## src/hdl/iirc_pkg.sv

```systemverilog
// ----------------------------------------------------------------------------
// iirc_pkg - shared types and constants of the interlock relay controller
// Event codes, relay modes, register indexes, field widths and the status
// word of the remainder unit.
// ----------------------------------------------------------------------------
`default_nettype none

package iirc_pkg;

   localparam int DLY_W   = 12;   // second countdowns and delay registers
   localparam int MIN_W   = 16;   // drive minutes and reminder marks
   localparam int REP_W   = 8;    // repeat reminder interval
   localparam int DEB_W   = 3;    // debounce threshold
   localparam int LVL_W   = 4;    // signed debounce level
   localparam int MODE_W  = 3;
   localparam int SEC_W   = 6;
   localparam int IDX_W   = 3;
   localparam int DATA_W  = 16;

   // event codes
   localparam logic [1:0] ACT_SAMPLE = 2'd0;
   localparam logic [1:0] ACT_SECOND = 2'd1;
   localparam logic [1:0] ACT_MINUTE = 2'd2;
   localparam logic [1:0] ACT_BREATH = 2'd3;

   // relay modes
   localparam logic [MODE_W-1:0] MODE_TRIPPED = 3'd0;
   localparam logic [MODE_W-1:0] MODE_DRIVING = 3'd1;
   localparam logic [MODE_W-1:0] MODE_OFF_CNT = 3'd2;
   localparam logic [MODE_W-1:0] MODE_ARM_CNT = 3'd3;
   localparam logic [MODE_W-1:0] MODE_ALCOHOL = 3'd4;
   localparam logic [MODE_W-1:0] MODE_CLEAN   = 3'd5;

   // register indexes
   localparam logic [IDX_W-1:0] REG_ARM_DELAY  = 3'd0;
   localparam logic [IDX_W-1:0] REG_OFF_DELAY  = 3'd1;
   localparam logic [IDX_W-1:0] REG_CLEAN_WIN  = 3'd2;
   localparam logic [IDX_W-1:0] REG_REC_HOLD   = 3'd3;
   localparam logic [IDX_W-1:0] REG_FIRST_REM  = 3'd4;
   localparam logic [IDX_W-1:0] REG_SECOND_REM = 3'd5;
   localparam logic [IDX_W-1:0] REG_REPEAT_REM = 3'd6;
   localparam logic [IDX_W-1:0] REG_DEBOUNCE   = 3'd7;

   // reset values
   localparam logic [DLY_W-1:0] ARM_DELAY_RST  = 12'd900;
   localparam logic [DLY_W-1:0] OFF_DELAY_RST  = 12'd1200;
   localparam logic [DLY_W-1:0] CLEAN_WIN_RST  = 12'd300;
   localparam logic [DLY_W-1:0] REC_HOLD_RST   = 12'd360;
   localparam logic [MIN_W-1:0] FIRST_REM_RST  = 16'd120;
   localparam logic [MIN_W-1:0] SECOND_REM_RST = 16'd180;
   localparam logic [REP_W-1:0] REPEAT_REM_RST = 8'd30;
   localparam logic [DEB_W-1:0] DEBOUNCE_RST   = 3'd3;

   typedef struct packed {
      logic done;   // one-cycle pulse, remainder valid
      logic zero;   // remainder is zero
   } rem_status_type;

endpackage

`default_nettype wire

```

## src/hdl/ignition_interlock_relay_controller.sv

```systemverilog
// ----------------------------------------------------------------------------
// ignition_interlock_relay_controller - breath-alcohol interlock relay control
// Debounces ignition, counts drive minutes, raises drive-time reminders,
// runs the relay mode machine and the recording hold.
// ----------------------------------------------------------------------------
// One word in gives one word out. A word is taken only when the block is idle
// and its result is loaded through the evaluate and commit states. A second
// tick that falls on a reminder slot past the second reminder mark, with a
// nonzero repeat interval, also runs the bit-serial remainder unit between
// evaluate and commit; the unit divides and then reports, and the result is
// loaded in commit after that report. A result that is not taken holds the
// block in commit. Input is not taken while a word is at work; a finished
// result sits in the output register while the next word is accepted.
// Configuration writes are always taken and are meant for idle periods. After
// reset the relay mode is driving with the relay open and all counts at zero.
`default_nettype none

module ignition_interlock_relay_controller (
   input  wire logic                          clock,
   input  wire logic                          reset,
   input  wire logic                          req_valid,
   output      logic                          req_ready,
   input  wire logic [1:0]                    req_action,
   input  wire logic                          req_ignition_level,
   input  wire logic                          req_alcohol_found,
   input  wire logic                          req_pairing_busy,
   input  wire logic [iirc_pkg::SEC_W-1:0]    req_seconds_now,
   output      logic                          rsp_valid,
   input  wire logic                          rsp_ready,
   output      logic                          rsp_relay_on,
   output      logic                          rsp_ignition_on,
   output      logic                          rsp_remind_pulse,
   output      logic                          rsp_recording_on,
   output      logic [iirc_pkg::MODE_W-1:0]   rsp_mode,
   input  wire logic                          csr_valid,
   output      logic                          csr_ready,
   input  wire logic [iirc_pkg::IDX_W-1:0]    csr_index,
   input  wire logic [iirc_pkg::DATA_W-1:0]   csr_wdata
);
   import iirc_pkg::*;

   localparam logic [1:0] ST_IDLE = 2'd0;
   localparam logic [1:0] ST_CALC = 2'd1;
   localparam logic [1:0] ST_DIV  = 2'd2;
   localparam logic [1:0] ST_DONE = 2'd3;

   // configuration
   logic [DLY_W-1:0] arm_delay_ff, off_delay_ff, clean_win_ff, rec_hold_ff;
   logic [MIN_W-1:0] first_rem_ff, second_rem_ff;
   logic [REP_W-1:0] repeat_rem_ff;
   logic [DEB_W-1:0] debounce_ff;

   // controller state
   logic [1:0]              state_ff, state_in;
   logic signed [LVL_W-1:0] level_ff, level_in;
   logic                    ign_ff, ign_in;
   logic [MODE_W-1:0]       mode_ff, mode_in;
   logic                    closed_ff, closed_in;
   logic [DLY_W-1:0]        off_cnt_ff, off_cnt_in;
   logic [DLY_W-1:0]        arm_cnt_ff, arm_cnt_in;
   logic [MIN_W-1:0]        minutes_ff, minutes_in;
   logic [DLY_W-1:0]        rec_cnt_ff, rec_cnt_in;
   logic                    pulse_ff, pulse_in;

   // captured word
   logic [1:0]       act_ff;
   logic             lvl_ff, alc_ff, pair_ff;
   logic [SEC_W-1:0] secs_ff;

   // result register
   logic              rsp_valid_ff, rsp_valid_in;
   logic              out_relay_ff, out_ign_ff, out_pulse_ff, out_rec_ff;
   logic [MODE_W-1:0] out_mode_ff;

   logic             accept;
   logic             commit;
   logic             slot;
   logic             mark_hit;
   logic             div_start;
   rem_status_type   rem_status;
   logic [DLY_W-1:0] rec_load;
   logic signed [LVL_W:0]   thr_pos, thr_neg, lvl_step;

   assign req_ready = (state_ff == ST_IDLE);
   assign accept    = req_valid && req_ready;
   assign csr_ready = 1'b1;
   assign commit    = (state_ff == ST_DONE) && (!rsp_valid_ff || rsp_ready);

   // reminder slot: seconds mod 20 equal to 1 over the whole 6-bit range
   assign slot = (secs_ff == 6'd1) || (secs_ff == 6'd21) || (secs_ff == 6'd41) ||
                 (secs_ff == 6'd61);
   assign mark_hit = (minutes_ff == first_rem_ff) || (minutes_ff == second_rem_ff);
   assign div_start = (state_ff == ST_CALC) && (act_ff == ACT_SECOND) && slot &&
                      !mark_hit && (minutes_ff > second_rem_ff) &&
                      (repeat_rem_ff != '0);

   iirc_rem u_rem (
      .clock    (clock),
      .reset    (reset),
      .start    (div_start),
      .dividend (minutes_ff - second_rem_ff),
      .divisor  (repeat_rem_ff),
      .status   (rem_status)
   );

   // sequencer and reminder decision
   always_comb begin
      state_in = state_ff;
      pulse_in = pulse_ff;
      case (state_ff)
         ST_IDLE: begin
            if (accept) begin
               state_in = ST_CALC;
            end
         end
         ST_CALC: begin
            pulse_in = (act_ff == ACT_SECOND) && slot && mark_hit;
            state_in = div_start ? ST_DIV : ST_DONE;
         end
         ST_DIV: begin
            if (rem_status.done) begin
               pulse_in = rem_status.zero;
               state_in = ST_DONE;
            end
         end
         ST_DONE: begin
            if (commit) begin
               state_in = ST_IDLE;
            end
         end
         default: state_in = ST_IDLE;
      endcase
   end

   // event update, applied at commit
   always_comb begin
      level_in   = level_ff;
      ign_in     = ign_ff;
      mode_in    = mode_ff;
      closed_in  = closed_ff;
      off_cnt_in = off_cnt_ff;
      arm_cnt_in = arm_cnt_ff;
      minutes_in = minutes_ff;
      rec_cnt_in = rec_cnt_ff;
      rec_load   = rec_cnt_ff;
      thr_pos    = $signed({2'b00, debounce_ff});
      thr_neg    = -thr_pos;
      lvl_step   = {level_ff[LVL_W-1], level_ff};
      case (act_ff)
         ACT_SAMPLE: begin
            if (lvl_ff) begin
               if (level_ff != 4'sd7) begin
                  lvl_step = lvl_step + 5'sd1;
               end
               level_in = lvl_step[LVL_W-1:0];
               if (lvl_step >= thr_pos) begin
                  ign_in   = 1'b1;
                  level_in = 4'sd4;
               end
            end else begin
               if (level_ff != -4'sd8) begin
                  lvl_step = lvl_step - 5'sd1;
               end
               level_in = lvl_step[LVL_W-1:0];
               if (lvl_step < thr_neg) begin
                  ign_in   = 1'b0;
                  level_in = -4'sd4;
               end
            end
         end
         ACT_SECOND: begin
            if (!pair_ff) begin
               case (mode_ff)
                  MODE_TRIPPED: begin
                     if (!ign_ff) begin
                        closed_in  = 1'b0;
                        off_cnt_in = '0;
                     end else begin
                        mode_in    = MODE_ARM_CNT;
                        arm_cnt_in = arm_delay_ff;
                     end
                  end
                  MODE_DRIVING: begin
                     if (ign_ff) begin
                        closed_in  = 1'b1;
                        arm_cnt_in = '0;
                     end else begin
                        off_cnt_in = off_delay_ff;
                        mode_in    = MODE_OFF_CNT;
                     end
                  end
                  MODE_OFF_CNT: begin
                     if (ign_ff) begin
                        mode_in = MODE_DRIVING;
                     end else if (off_cnt_ff != '0) begin
                        off_cnt_in = off_cnt_ff - 1'b1;
                        if (off_cnt_ff == DLY_W'(1)) begin
                           mode_in = MODE_TRIPPED;
                        end
                     end
                  end
                  MODE_ARM_CNT: begin
                     if (!ign_ff) begin
                        mode_in = MODE_TRIPPED;
                     end else if (arm_cnt_ff != '0) begin
                        arm_cnt_in = arm_cnt_ff - 1'b1;
                        if (arm_cnt_ff == DLY_W'(1)) begin
                           mode_in = MODE_DRIVING;
                        end
                     end
                  end
                  MODE_ALCOHOL: begin
                     if (!ign_ff) begin
                        closed_in  = 1'b0;
                        arm_cnt_in = arm_delay_ff;
                        mode_in    = MODE_ARM_CNT;
                     end else begin
                        mode_in = closed_ff ? MODE_DRIVING : MODE_TRIPPED;
                     end
                  end
                  MODE_CLEAN: begin
                     closed_in = 1'b1;
                     if (!ign_ff) begin
                        off_cnt_in = clean_win_ff;
                        mode_in    = MODE_OFF_CNT;
                     end else begin
                        mode_in = MODE_DRIVING;
                     end
                  end
                  default: ;
               endcase
            end
            // reload while ignition is on, then count down
            if (ign_ff) begin
               rec_load = rec_hold_ff;
            end
            rec_cnt_in = (rec_load != '0) ? rec_load - 1'b1 : rec_load;
         end
         ACT_MINUTE: begin
            minutes_in = ign_ff ? minutes_ff + 1'b1 : '0;
         end
         ACT_BREATH: begin
            mode_in = alc_ff ? MODE_ALCOHOL : MODE_CLEAN;
         end
         default: ;
      endcase
   end

   always_comb begin
      rsp_valid_in = rsp_valid_ff;
      if (commit) begin
         rsp_valid_in = 1'b1;
      end else if (rsp_ready) begin
         rsp_valid_in = 1'b0;
      end
   end

   always_ff @(posedge clock) begin
      if (reset) begin
         arm_delay_ff  <= ARM_DELAY_RST;
         off_delay_ff  <= OFF_DELAY_RST;
         clean_win_ff  <= CLEAN_WIN_RST;
         rec_hold_ff   <= REC_HOLD_RST;
         first_rem_ff  <= FIRST_REM_RST;
         second_rem_ff <= SECOND_REM_RST;
         repeat_rem_ff <= REPEAT_REM_RST;
         debounce_ff   <= DEBOUNCE_RST;
      end else if (csr_valid) begin
         case (csr_index)
            REG_ARM_DELAY:  arm_delay_ff  <= csr_wdata[DLY_W-1:0];
            REG_OFF_DELAY:  off_delay_ff  <= csr_wdata[DLY_W-1:0];
            REG_CLEAN_WIN:  clean_win_ff  <= csr_wdata[DLY_W-1:0];
            REG_REC_HOLD:   rec_hold_ff   <= csr_wdata[DLY_W-1:0];
            REG_FIRST_REM:  first_rem_ff  <= csr_wdata[MIN_W-1:0];
            REG_SECOND_REM: second_rem_ff <= csr_wdata[MIN_W-1:0];
            REG_REPEAT_REM: repeat_rem_ff <= csr_wdata[REP_W-1:0];
            REG_DEBOUNCE:   debounce_ff   <= csr_wdata[DEB_W-1:0];
            default: ;
         endcase
      end
   end

   always_ff @(posedge clock) begin
      if (reset) begin
         state_ff     <= ST_IDLE;
         level_ff     <= '0;
         ign_ff       <= 1'b0;
         mode_ff      <= MODE_DRIVING;
         closed_ff    <= 1'b0;
         off_cnt_ff   <= '0;
         arm_cnt_ff   <= '0;
         minutes_ff   <= '0;
         rec_cnt_ff   <= '0;
         pulse_ff     <= 1'b0;
         rsp_valid_ff <= 1'b0;
      end else begin
         state_ff     <= state_in;
         pulse_ff     <= pulse_in;
         rsp_valid_ff <= rsp_valid_in;
         if (commit) begin
            level_ff   <= level_in;
            ign_ff     <= ign_in;
            mode_ff    <= mode_in;
            closed_ff  <= closed_in;
            off_cnt_ff <= off_cnt_in;
            arm_cnt_ff <= arm_cnt_in;
            minutes_ff <= minutes_in;
            rec_cnt_ff <= rec_cnt_in;
         end
      end
   end

   always_ff @(posedge clock) begin
      if (accept) begin
         act_ff  <= req_action;
         lvl_ff  <= req_ignition_level;
         alc_ff  <= req_alcohol_found;
         pair_ff <= req_pairing_busy;
         secs_ff <= req_seconds_now;
      end
      if (commit) begin
         out_relay_ff <= closed_in;
         out_ign_ff   <= ign_in;
         out_pulse_ff <= pulse_ff;
         out_rec_ff   <= (rec_cnt_in != '0);
         out_mode_ff  <= mode_in;
      end
   end

   assign rsp_valid        = rsp_valid_ff;
   assign rsp_relay_on     = out_relay_ff;
   assign rsp_ignition_on  = out_ign_ff;
   assign rsp_remind_pulse = out_pulse_ff;
   assign rsp_recording_on = out_rec_ff;
   assign rsp_mode         = out_mode_ff;

   a_div_from_calc: assert property (@(posedge clock) disable iff (reset)
      div_start |=> state_ff == ST_DIV)
      else $error("remainder pass started outside evaluation");

   a_result_from_done: assert property (@(posedge clock) disable iff (reset)
      $rose(rsp_valid_ff) |-> $past(state_ff) == ST_DONE)
      else $error("result loaded outside commit");

   a_div_done_in_wait: assert property (@(posedge clock) disable iff (reset)
      rem_status.done |-> state_ff == ST_DIV)
      else $error("remainder finished while sequencer not waiting");

   a_pulse_second_only: assert property (@(posedge clock) disable iff (reset)
      commit && pulse_ff |-> act_ff == ACT_SECOND)
      else $error("reminder raised on a word other than a second tick");

endmodule

`default_nettype wire

```

## src/hdl/iirc_rem.sv

```systemverilog
// ----------------------------------------------------------------------------
// iirc_rem - bit-serial remainder unit
// Restoring division of a drive-minute excess by the repeat interval, one
// dividend bit per cycle; reports whether the remainder is zero.
// ----------------------------------------------------------------------------
`default_nettype none

module iirc_rem (
   input  wire logic                         clock,
   input  wire logic                         reset,
   input  wire logic                         start,
   input  wire logic [iirc_pkg::MIN_W-1:0]   dividend,
   input  wire logic [iirc_pkg::REP_W-1:0]   divisor,
   output iirc_pkg::rem_status_type          status
);
   import iirc_pkg::*;

   localparam int CNT_W = $clog2(MIN_W);

   logic                busy_ff, busy_in;
   logic                done_ff, done_in;
   logic [CNT_W-1:0]    cnt_ff, cnt_in;
   logic [MIN_W-1:0]    quo_ff, quo_in;
   logic [REP_W-1:0]    rem_ff, rem_in;
   logic [REP_W-1:0]    div_ff, div_in;
   logic [REP_W:0]      trial;

   assign trial = {rem_ff, quo_ff[MIN_W-1]};

   always_comb begin
      busy_in = busy_ff;
      done_in = 1'b0;
      cnt_in  = cnt_ff;
      quo_in  = quo_ff;
      rem_in  = rem_ff;
      div_in  = div_ff;
      if (start) begin
         busy_in = 1'b1;
         cnt_in  = CNT_W'(MIN_W - 1);
         quo_in  = dividend;
         rem_in  = '0;
         div_in  = divisor;
      end else if (busy_ff) begin
         // shift in the next bit, subtract when it fits
         if (trial >= {1'b0, div_ff}) begin
            rem_in = REP_W'(trial - {1'b0, div_ff});
         end else begin
            rem_in = trial[REP_W-1:0];
         end
         quo_in = {quo_ff[MIN_W-2:0], 1'b0};
         cnt_in = cnt_ff - 1'b1;
         if (cnt_ff == '0) begin
            busy_in = 1'b0;
            done_in = 1'b1;
         end
      end
   end

   always_ff @(posedge clock) begin
      if (reset) begin
         busy_ff <= 1'b0;
         done_ff <= 1'b0;
      end else begin
         busy_ff <= busy_in;
         done_ff <= done_in;
      end
      cnt_ff <= cnt_in;
      quo_ff <= quo_in;
      rem_ff <= rem_in;
      div_ff <= div_in;
   end

   assign status.done = done_ff;
   assign status.zero = (rem_ff == '0);

   a_no_restart: assert property (@(posedge clock) disable iff (reset)
      start |-> !busy_ff)
      else $error("remainder unit restarted while busy");

   a_start_busy: assert property (@(posedge clock) disable iff (reset)
      start |=> busy_ff)
      else $error("remainder unit did not go busy after start");

   a_done_after_busy: assert property (@(posedge clock) disable iff (reset)
      done_ff |-> $past(busy_ff) && !busy_ff)
      else $error("remainder done without a finished pass");

endmodule

`default_nettype wire
```

## config.mk

```make
export PLATFORM = sky130hd
export DESIGN_NAME = ignition_interlock_relay_controller
export DESIGN_NICKNAME = d
export VERILOG_FILES = /design/src/hdl/iirc_pkg.sv /design/src/hdl/ignition_interlock_relay_controller.sv /design/src/hdl/iirc_rem.sv
export SDC_FILE = /design/constraint.sdc
export NUM_CORES = 1
export LEC_CHECK = 0
export BUFFER_PORTS_ARGS = -buffer_cell sky130_fd_sc_hd__buf_2
export CAP_MARGIN = 20
export CORE_MARGIN = 2
export CORE_UTILIZATION = 50
export CTS_BUF_LIST = sky130_fd_sc_hd__clkbuf_8
export DETAILED_ROUTE_END_ITERATION = 16
export PLACE_DENSITY = 0.67
export SYNTH_ARGS = -nofsm -noshare
export SYNTH_HDL_FRONTEND = slang
export SYNTH_HIERARCHICAL = 1
export SYNTH_SLANG_ARGS = --single-unit
```

## constraint.sdc

```tcl
create_clock -name clock -period 7.7 [get_ports clock]
set_clock_uncertainty 0.1 [all_clocks]
set_input_delay 0.385 -clock clock [delete_from_list [all_inputs] [get_ports clock]]
set_output_delay 0.385 -clock clock [all_outputs]
set_load 0.02 [all_outputs]
```

Word-level counts from Yosys, hierarchy flattened:

Cells that the tools add are included.

* register bits after elaboration: 212
* input port bits: 35

* add/subtract/negate cells: 10
* equal/unequal tests: 41
* $lt $le $gt $ge: 4
* bitwise operators: 2
* multiplexer cells: 66
* reductions and logical operators: 48

Operator list (number)
* $mux 12: 14
* $pmux 12 s4: 2
* $mux 16: 3
* $reduce_bool 12->1: 4
* $sub 12x1->12 const B: 3
* $eq 16x16->1: 2
* $mux 5: 6
* $mux 3: 9
* $eq 12x1->1 const B: 2
* $ne 2x2->1 const B: 11
* $reduce_and 2->1: 11
* $eq 3x3->1 const B: 6
* $mux 1: 18
* $pmux 3 s6: 1
* $reduce_and 9->1: 2
* $add 16x1->16 const B: 1
* $gt 16x16->1: 1
* $sub 16x16->16: 1
* $eq 3x2->1 const B: 4
* $eq 6x6->1 const B: 2
* $mux 4: 3
* $mux 2: 5
* $ge 9x8->1: 1
* $logic_and 1x1->1: 9
* 32 further kinds: 50

Depth between registers and ports, before layout:

Gate-level depths: netlist of run 1.

* depth in word-level cells: 10
* gate-level depth with buffers: 14

Hierarchy:

Netlist of run 1, hierarchy kept.

By module, submodules not included
* ignition_interlock_relay_controller: times used 1, cells an instance 1233, area an instance 9669.3 µm²
* iirc_rem: times used 1, cells an instance 178, area an instance 1981.9 µm²

Worst setup path before layout of run 1:

Ideal clock, no wire load.

* path type: flip-flop to flip-flop
* start point: reg minutes_ff[0]
* end point: reg u_rem.quo_ff[10], data pin
* data arrival time: 3499 ps
* cell stages (with the launch flop): 14
* clock period less this slack: 3858 ps
* buffers on the path: 2
* data required time: 7340 ps
* slack: 3842 ps
* library setup time: 260 ps
* cell sequence: dfxtp_1 -> inv_1 -> ha_1 -> fa_1 -> nor2b_1 -> o211a_1 -> o21a_1 -> o41ai_1 -> o21ai_0 -> a31oi_1 -> nor2_1 -> buf_1 -> buf_2 -> mux2_2

* word-level cells in the longest chain between the ends: 7
* elaborated cells on any way between the ends: 10

RTL lines
* start: declaration: line ignition_interlock_relay_controller.sv:61 `logic [MIN_W-1:0] minutes_ff, minutes_in;`
* start signal: assignment: line ignition_interlock_relay_controller.sv:307 `minutes_ff <= minutes_in;`
* parallel branches: the longest is 4 deep, another holds $gt 16x16->1
* $logic_and 1x1->1 (*) (2 in series): line ignition_interlock_relay_controller.sv:94 `!mark_hit && (minutes_ff > second_rem_ff) &&`
* net div_start: line ignition_interlock_relay_controller.sv:79 `logic div_start;`
* $mux 16 (*): line iirc_rem.sv:37 `if (start) begin`
* net u_rem.quo_in[10]: line iirc_rem.sv:23 `logic [MIN_W-1:0] quo_ff, quo_in;`
* end signal: assignment: line iirc_rem.sv:68 `quo_ff <= quo_in;`
* end: declaration: line iirc_rem.sv:23

Mark *: on every way through the listed nets, which the timed path passes.
A chain may end at the register's enable or synchronous reset.

Final worst setup path of run 1:

* start point: reg minutes_ff[0]
* end point: reg u_rem.rem_ff[7]

* word-level cells in the longest chain between the ends: 6
* elaborated cells on any way between the ends: 8

RTL lines
* parallel branches: the longest is 4 deep, another holds $gt 16x16->1
* $logic_and 1x1->1 (*) (2 in series): line ignition_interlock_relay_controller.sv:94
* net div_start: line ignition_interlock_relay_controller.sv:79
* end signal: assignment: line iirc_rem.sv:69 `rem_ff <= rem_in;`
* end: declaration: line iirc_rem.sv:24 `logic [REP_W-1:0] rem_ff, rem_in;`

Marked as above.

==> flow_summary.ini, run 1 <==
[placed_design]
dpl_worst_slack_ns = 3.43
portBuffers = 43
dp.cells = 1704
dp_hpwl_um = 20100
gp_congestion = 0.859

[synthesis]
synth_cell_type_count = 79
async_flop_share_pct = 0
synth_seq_cells = 212
synth_area_um2 = 11700
netlist_instances = 1411
ys_seq_area_share_pct = 40.0
synth_edf_count = 42
syn_nets = 1497
ys_warn_count = 6
avgSynthCellArea_um2 = 8.26
synth-main-ff-cell = dfxtp_1

[timing]
worst_pin_slew_ns = 1.05
fmax_mhz = 233
slew_headroom_pct = 29.7
hold_viol_final = 0
fin_hold_ws_ns = 0.0318
tns_ns = 0
layout_setup_ws_ns = 3.41
slew_viol_final = 0
fin_crit_ns = 4.29
setup_violations = 0
min_period_over_period_pct = 55.7
rsz0062_at_grt = no

[final_layout]
final_cell_mix = 236 x nand2_1, 170 x dfxtp_1, 132 x nor2_1, 123 x a21oi_1, 77 x inv_1
n_antenna_cell = 0
seq_area_um2 = 4660
syn2layout_area_growth_pct = 11.1
multi_input_area_um2 = 6440
final_cell_count_no_fill = 1788
drive_gt1_share_pct = 9.42
mostFrequentLayoutCell = nand2_1
fin_nets = 1531
fillers = 2111

[clocking]
clkTransAtPathRegs_ns = 0.06
cts_buffer_depth = 3
cts_tree = done
post-cts-setup-buffer-count = 0
cts_sinks = 212
cts_buffers = 38
clock_latency_ns = 0.54
clock-root-buffer = clkbuf_8
htreeDepth = 2

[setup_path]
slowest_delay_ns = 0.50
critPathMaxFanout = 27
crit_family = compound AO/OA/AOI/OAI gates
cp_num_cells = 15
crit_required_ns = 8.01
r2r_start = minutes_ff[0]
endpoint_kind = flip-flop
crit_start = minutes_ff[0]
rrSetupSlack_ns = 3.41
crit_path_end = u_rem/rem_ff[7]
path_cells = inv_1 > ha_1 > fa_1 > nor2b_1 > o211a_1 > o21a_1 > o41ai_1 > o21ai_0 > a31oi_1 > nor2_2 > buf_4 > or2_2 > nor2_1 > a41oi_1 > o31ai_1
startpoint_type = flip-flop
cp.arrival_ns = 4.59
crit_buf_inv = 2
worstReg2RegEnd = u_rem/rem_ff[7]
worst-r2r-cell-count = 15
crit_type = flip-flop to flip-flop
cp_slowest_cell = nor2_2

[route]
wl_per_cell_um = 16.4
vias = 10200
wl_um = 29400
drc_errors = 0
first_pass_iters = 4
via_per_inst = 5.69
drtIter0Drc = 747
postRouteAntennaNets = 0

[floorplan]
die-width_um = 157
row_count = 55
core-area_um2 = 22800
dieHeight_um = 157
dieArea_um2 = 24500
ios = 45
initial_core_util_pct = 51.2

[pwr]
p_total_mw = 2.75
peakVddDrop_uv = 113
power.density_nw_per_um2 = 212
leakagePower_nw = 4.95

[grt]
grt_pass1_wl_um = 47300
overflow = 0
antenna_found_initial = 0
grt_pass1_vias = 9321
grt_usage_pct = 23.8
grt_max_degree = 89

[hold_path]
min_from = csr_wdata[12]
hold_path_class = primary input to flip-flop

[outcome]
status = complete, no violations

[run]
drv_cap = 0
[repair_timing]
item,4_1_cts,5_1_grt
hold buffers,14,0
endpoints found under the setup margin,0,0
resized for setup,0,0
endpoints found under the hold margin,14,0
[layer usage]
layer | vias to the layer above | share of wire (%) | global-route usage (%)
met5 | - | 0 | 0
met4 | 0 | 2.1 | 7.16
met3 | 44 | 4.7 | 3.74
met2 | 228 | 47 | 39.5
met1 | 4833 | 46 | 32.0
li1 | 5073 | - | -
[metrics by stage]
stage	util, %	instance area, um^2
2_1_floorplan	-	11700
3_3_place_gp	52.9	12100
3_5_place_dp	52.9	12100
4_1_cts	56.8	12900
5_1_grt	56.8	12900
6_report	56.8	12900
[synth_stat cells, types with 5 or more instances]
cell type  instances  area, um^2
mux2_2            16         180
nand4_1           18         113
o22ai_1           13        81.3
inv_1             66         248
nor2_1           133         499
dfxtp_1          170        3400
buf_2              7        35.0
o311a_1            7        70.1
nor2b_1           14        87.6
o21bai_1           5        37.5
o311ai_0           6        52.6
ha_1              49         613
a21oi_1          123         616
and3_1            12        75.1
nor4_1            12        75.1
a31oi_1           11        68.8
buf_1              7        26.3
mux2i_1           32         320
nand2_1          236         886
or4_1              5        37.5
a22oi_1            9        67.6
o21a_1             7        52.6
xnor2_1           45         394
nand2b_1          26         163
and2_1             6        37.5
or3_1             11        68.8
nor3_1            35         175
a311oi_1           6        52.6
a21o_1             9        67.6
o21ai_0           43         215
o211ai_1          10        75.1
xor2_1            13         114
a211oi_1          19         143
o221ai_1           5        43.8
clkbuf_1          58         218
nand3_1           40         200
edfxtp_1          42        1260
[worst min-delay path, delay by kind of cell]
family	cells	cell delay [ns]
buffers and inverters	1	0.11
and+or+nand+nor	1	0.05
AOI/OAI and AO/OA	1	0.05
[report_power, final]
part           internal, mW  switching, mW  leakage, nW
clock                 0.573          0.459        0.429
combinational         0.180          0.303         2.76
sequential             1.19         0.0455         1.76
[state kept, by name, summed over array words and instances (netlist names), 3 cells and up]
register	cells
mode_ff	3
rec_cnt_ff	12
u_rem/quo_ff	16
clean_win_ff	12
arm_cnt_ff	12
rec_hold_ff	12
second_rem_ff	16
rsp_mode	3
secs_ff	6
off_cnt_ff	12
first_rem_ff	16
u_rem/div_ff	8
repeat_rem_ff	8
u_rem/cnt_ff	4
debounce_ff	3
level_ff	4
off_delay_ff	12
minutes_ff	16
u_rem/rem_ff	8
arm_delay_ff	12
[area by class of cell]
class	instances	share of cell area, %
Clock inverter	24	0.928
Tap cell	313	3.03
Clock buffer	46	4.89
Inverter	67	1.94
Multi-Input combinational cell	1058	49.8
Sequential cell	212	36.0
Timing Repair Buffer	68	3.40
[worst min-delay path by stage]
stage,slack [ns],depth (start not counted),endpoint
5_1_grt,0.02,3,first_rem_ff[12]
3_3_place_gp,0.31,0,rsp_remind_pulse
3_5_place_dp,0.32,0,rsp_remind_pulse
6_report,0.03,3,first_rem_ff[12]
4_1_cts,0.009,3,first_rem_ff[12]
2_1_floorplan,0.31,0,rsp_remind_pulse
[cell families after synthesis]
group | synth area share [%]
AO/OA/AOI/OAI | 17.8
XOR/XNOR | 4.36
adder cells (fa/ha/maj) | 5.61
buffers and inverters | 4.68
flip-flops | 40.0
multiplexers | 4.30
other | 0.0322
AND/OR/NAND/NOR | 23.2
(Power assumes the default switching activity.)
==> inputs of run 2 (changes only) <==
Clock period 7.7 ns to 4.2 ns, I/O delays scaled along.
==> run 2 against run 1 <==
  * First-iteration DRC count is 7.8% higher
  * Sequential share of layout area is 0.60 points lower
  * Setup slack worse by 2.9 ns
  * Cell count is 1.3% higher
  * Clock power is 83% higher
  * Flip-flop and latch count stayed put
  * Design area is 1.7% higher
  * Combinational power is 85% higher
  * Fmax is 15% higher
  * Utilization is 0.96 points higher
  * Critical path depth is 3 lower
  * Worst hold slack better by 0.064 ns
  * Critical path type unchanged
==> flow_summary.ini, run 2 (synthesis results as in run 1) <==
[placed_design]
dp.cells = 1712
place_area_um2 = 12100
gp_congestion = 0.846
dp_hpwl_um = 20300
portBuffers = 43
dpl_worst_slack_ns = 0.299

[timing]
fin_hold_ws_ns = 0.0954
hold_viol_final = 0
tns_ns = 0
fin_crit_ns = 3.73
min_period_over_period_pct = 88.7
layout_setup_ws_ns = 0.473
rsz0062_at_grt = no
setup_violations = 0
slew_viol_final = 0
slew_headroom_pct = 37.6
fmax_mhz = 268
worst_pin_slew_ns = 0.932

[setup_path]
path_cells = inv_1 > ha_1 > fa_1 > nor2b_1 > o211a_1 > o21a_1 > o41ai_1 > o21ai_0 > a31oi_2 > nor2_4 > buf_12 > mux2_2
critPathMaxFanout = 27
slowest_delay_ns = 0.47
r2r_start = minutes_ff[0]
cp.arrival_ns = 3.92
crit_family = compound AO/OA/AOI/OAI gates
cp_num_cells = 12
endpoint_kind = flip-flop
cp_slowest_cell = o21ai_0
crit_buf_inv = 2
startpoint_type = flip-flop
crit_start = minutes_ff[0]
crit_required_ns = 4.39
worst-r2r-cell-count = 12
worstReg2RegEnd = u_rem/quo_ff[10]
crit_path_end = u_rem/quo_ff[10]
crit_type = flip-flop to flip-flop
rrSetupSlack_ns = 0.47

[final_layout]
mostFrequentLayoutCell = nand2_1
final_cell_mix = 236 x nand2_1, 170 x dfxtp_1, 132 x nor2_1, 123 x a21oi_1, 79 x inv_1
design_area_um2 = 13200
n_antenna_cell = 0
syn2layout_area_growth_pct = 13.0
final_cell_count_no_fill = 1811
fin_nets = 1555
drive_gt1_share_pct = 9.95

[grt]
busiest_layer = met2
overflow = 0
grt_max_degree = 57
grt_use_met2_pct = 39.5
met3_usage_pct = 3.63
grt_usage_pct = 24.2
grt_pass1_wl_um = 47800
grt_pass1_vias = 9408
antenna_found_initial = 0
use_met1_pct = 32.6

[clocking]
clock-root-buffer = clkbuf_8
cts_tree = done
htreeDepth = 2
clkTransAtPathRegs_ns = 0.06
post-cts-setup-buffer-count = 0
cts_buffers = 39
cts_sinks = 212
clock_latency_ns = 0.54
cts_buffer_depth = 3

[outcome]
status = complete, no violations

[floorplan]
die-width_um = 157
dieArea_um2 = 24500
row_count = 55
ios = 45
initial_core_util_pct = 51.2
dieHeight_um = 157
core-area_um2 = 22800

[route]
first_pass_iters = 5
wl_um = 29700
via_per_inst = 5.66
vias = 10300
drtIter0Drc = 805
wl_per_cell_um = 16.4
postRouteAntennaNets = 0
drc_errors = 0

[pwr]
peakVddDrop_uv = 212
leakagePower_nw = 5.06
power.density_nw_per_um2 = 383

[run]
drv_cap = 0

[hold_path]
hold_path_class = primary input to flip-flop
==> run 2: worst min-delay path by stage <==
stage | from | end | slack (ns) | cells after the start
floorplan | reset | u_rem/busy_ff | 0.18 | 1
global placement | req_alcohol_found | alc_ff | 0.29 | 1
detailed placement | req_pairing_busy | pair_ff | 0.29 | 1
CTS | reset | repeat_rem_ff[6] | 0.09 | 2
global route | reset | rsp_valid | 0.13 | 2
finish | reset | repeat_rem_ff[6] | 0.1 | 2
==> run 2: metrics by stage <==
step / util [%] / total power, mW
4_1_cts: 57.7 / 5.07
6_report: 57.8 / 5.04
3_3_place_gp: 53.2 / 3.15
2_1_floorplan: - / 2.92
5_1_grt: 57.8 / 5.28
3_5_place_dp: 53.2 / 3.16
==> run 2: worst register-to-register path: cells and delay by family (launching register included) <==
| family | cells | cell delay, ns |
|---|---|---|
| AOI/OAI and AO/OA | 5 | 1.14 |
| adders and majority gates | 2 | 0.62 |
| buffers and inverters | 2 | 0.30 |
| DFF | 1 | 0.42 |
| muxes | 1 | 0.37 |
| and+or+nand+nor | 2 | 0.52 |
==> run 2: final cells by class <==
cell class | instances | area (um^2)
clock inverters | 26 | 131
repair buffers | 91 | 663
clock buffers | 44 | 606
flip-flops and latches | 212 | 4660
multi-input cells | 1058 | 6450
inverters | 67 | 251
fillers | 2084 | 9620
well taps | 313 | 392
==> run 2: what timing repair did <==
| action | 4_1_cts | 5_1_grt |
|---|---|---|
| hold endpoints to repair | 96 | 0 |
| resized for setup | 0 | 2 |
| setup endpoints to repair | 0 | 32 |
| hold buffers | 29 | 0 |
==> run 2: report_power, final <==
part	total [mW]	internal, mW	switching (mW)
clock	1.89	1.02	0.869
combinational	0.894	0.351	0.543
sequential	2.26	2.18	0.0845
==> run 2: layer usage <==
| metal | vias up | share of wire (%) |
|---|---|---|
| met5 | - | 0 |
| met4 | 0 | 2.4 |
| met3 | 53 | 5.4 |
| met2 | 257 | 46 |
| met1 | 4823 | 46 |
| li1 | 5121 | - |
==> inputs of run 3 (changes only) <==
Settings changed: RECOVER_POWER set to 50.
==> run 3 against run 2 <==
  * Combinational power is 0.4% lower
  * Flip-flop and latch count unchanged
  * Largest power group unchanged
  * Setup slack worse by 0.0052 ns
  * Clock-buffer cell count unchanged
  * Sequential share of layout area rose by 0.054 points
  * Global-route usage unchanged
  * Non-clock buffer count unchanged
  * The flow now finishes with violations (capacitance limit, slew limit)
  * Critical path depth unchanged
  * First-iteration DRC count down 0.62%
  * Die area unchanged
  * Design area fell by 0.15%
==> flow_summary.ini, run 3 (synthesis results as in run 1) <==
[floorplan]
row_count = 55
die-width_um = 157
ios = 45
dieArea_um2 = 24500
initial_core_util_pct = 51.2
core-area_um2 = 22800
dieHeight_um = 157

[placed_design]
gp_congestion = 0.846
dp_hpwl_um = 20300
portBuffers = 43
dpl_worst_slack_ns = 0.299
dp.cells = 1712
place_area_um2 = 12100

[grt]
grt_pass1_wl_um = 47800
grt_usage_pct = 24.2
grt_pass1_vias = 9408
grt_max_degree = 57
antenna_found_initial = 0
overflow = 0

[route]
drtIter0Drc = 800
first_pass_iters = 5
postRouteAntennaNets = 0
drc_errors = 0
via_per_inst = 5.66
wl_um = 29700
wl_per_cell_um = 16.4
vias = 10200

[clocking]
cts_sinks = 212
clkTransAtPathRegs_ns = 0.06
htreeDepth = 2
clock_latency_ns = 0.54
clock-root-buffer = clkbuf_8
cts_buffers = 39
cts_tree = done
post-cts-setup-buffer-count = 0
cts_buffer_depth = 3

[timing]
tns_ns = 0
rsz0062_at_grt = no
setup_violations = 0
slew_viol_final = 57
fin_crit_ns = 3.73
worst_pin_slew_ns = 2.87
min_period_over_period_pct = 88.9
fin_hold_ws_ns = 0.148
layout_setup_ws_ns = 0.468
hold_viol_final = 0
slew_headroom_pct = -91.4
fmax_mhz = 268

[outcome]
status = finished with violations
violations = capacitance limit, slew limit

[final_layout]
design_area_um2 = 13100
drive_gt1_share_pct = 9.28
mostFrequentLayoutCell = nand2_1
fin_nets = 1555
final_cell_count_no_fill = 1811
n_antenna_cell = 0
final_core_utilization_pct = 57.7
syn2layout_area_growth_pct = 12.8
final_cell_mix = 236 x nand2_1, 170 x dfxtp_1, 132 x nor2_1, 123 x a21oi_1, 79 x inv_1

[setup_path]
endpoint_kind = flip-flop
crit_buf_inv = 2
crit_required_ns = 4.39
startpoint_type = flip-flop
crit_family = compound AO/OA/AOI/OAI gates
cp.arrival_ns = 3.92
slowest_delay_ns = 0.47
critPathMaxFanout = 27
crit_type = flip-flop to flip-flop
cp_slowest_cell = o21ai_0
path_cells = inv_1 > ha_1 > fa_1 > nor2b_1 > o211a_1 > o21a_1 > o41ai_1 > o21ai_0 > a31oi_2 > nor2_4 > buf_12 > mux2_2

[pwr]
p_total_mw = 5.04
power.density_nw_per_um2 = 384
leakagePower_nw = 5.03
peakVddDrop_uv = 212

[run]
drv_cap = 1

[hold_path]
hold_path_class = primary input to flip-flop
run 3: worst paths after layout:
path | start | to | slack (ns) | cells after the start
max | minutes_ff[0] | u_rem/quo_ff[10] | 0.47 | 12
min | csr_index[0] | arm_delay_ff[10] | 0.15 | 5
max reg2reg | minutes_ff[0] | u_rem/quo_ff[10] | 0.47 | 12
min reg2reg | pulse_ff | rsp_remind_pulse | 0.34 | 0
run 3: area by class of cell:
type                       instances  area [um^2]
sequential                       212         4660
timing repair buffer              91          643
clock inverter                    26          131
clock buffer                      44          606
fill                            2090         9640
multi-input combinational       1058         6450
tap                              313          392
inverter                          67          251
run 3: metal layers:
layer | wire length (um) | vias up | GRT usage, %
li1 | - | 5130 | -
met4 | 677 | 0 | 8.56
met1 | 13600 | 4835 | 32.6
met3 | 1530 | 51 | 3.63
met2 | 13800 | 227 | 39.5
met5 | 0 | - | 0
run 3: power breakdown:
part	leakage, nW	internal, mW	total (mW)	switching, mW
Sequential	1.76	2.18	2.26	0.0847
Clock	0.433	1.02	1.89	0.870
Combinational	2.83	0.349	0.890	0.541
Total	5.03	3.55	5.04	1.50
run 3: what timing repair did:
action | CTS | global route
hold endpoints to repair | 96 | 0
hold buffers | 29 | 0
setup endpoints to repair | 0 | 32
resized for setup | 0 | 2
run 3: worst register-to-register path, delay by kind of cell, from the launching register on:
family	cells	cell delay, ns
simple gates	2	0.52
buf+inv	2	0.30
flops	1	0.42
fa+ha+maj	2	0.62
mux	1	0.37
compound gates	5	1.14
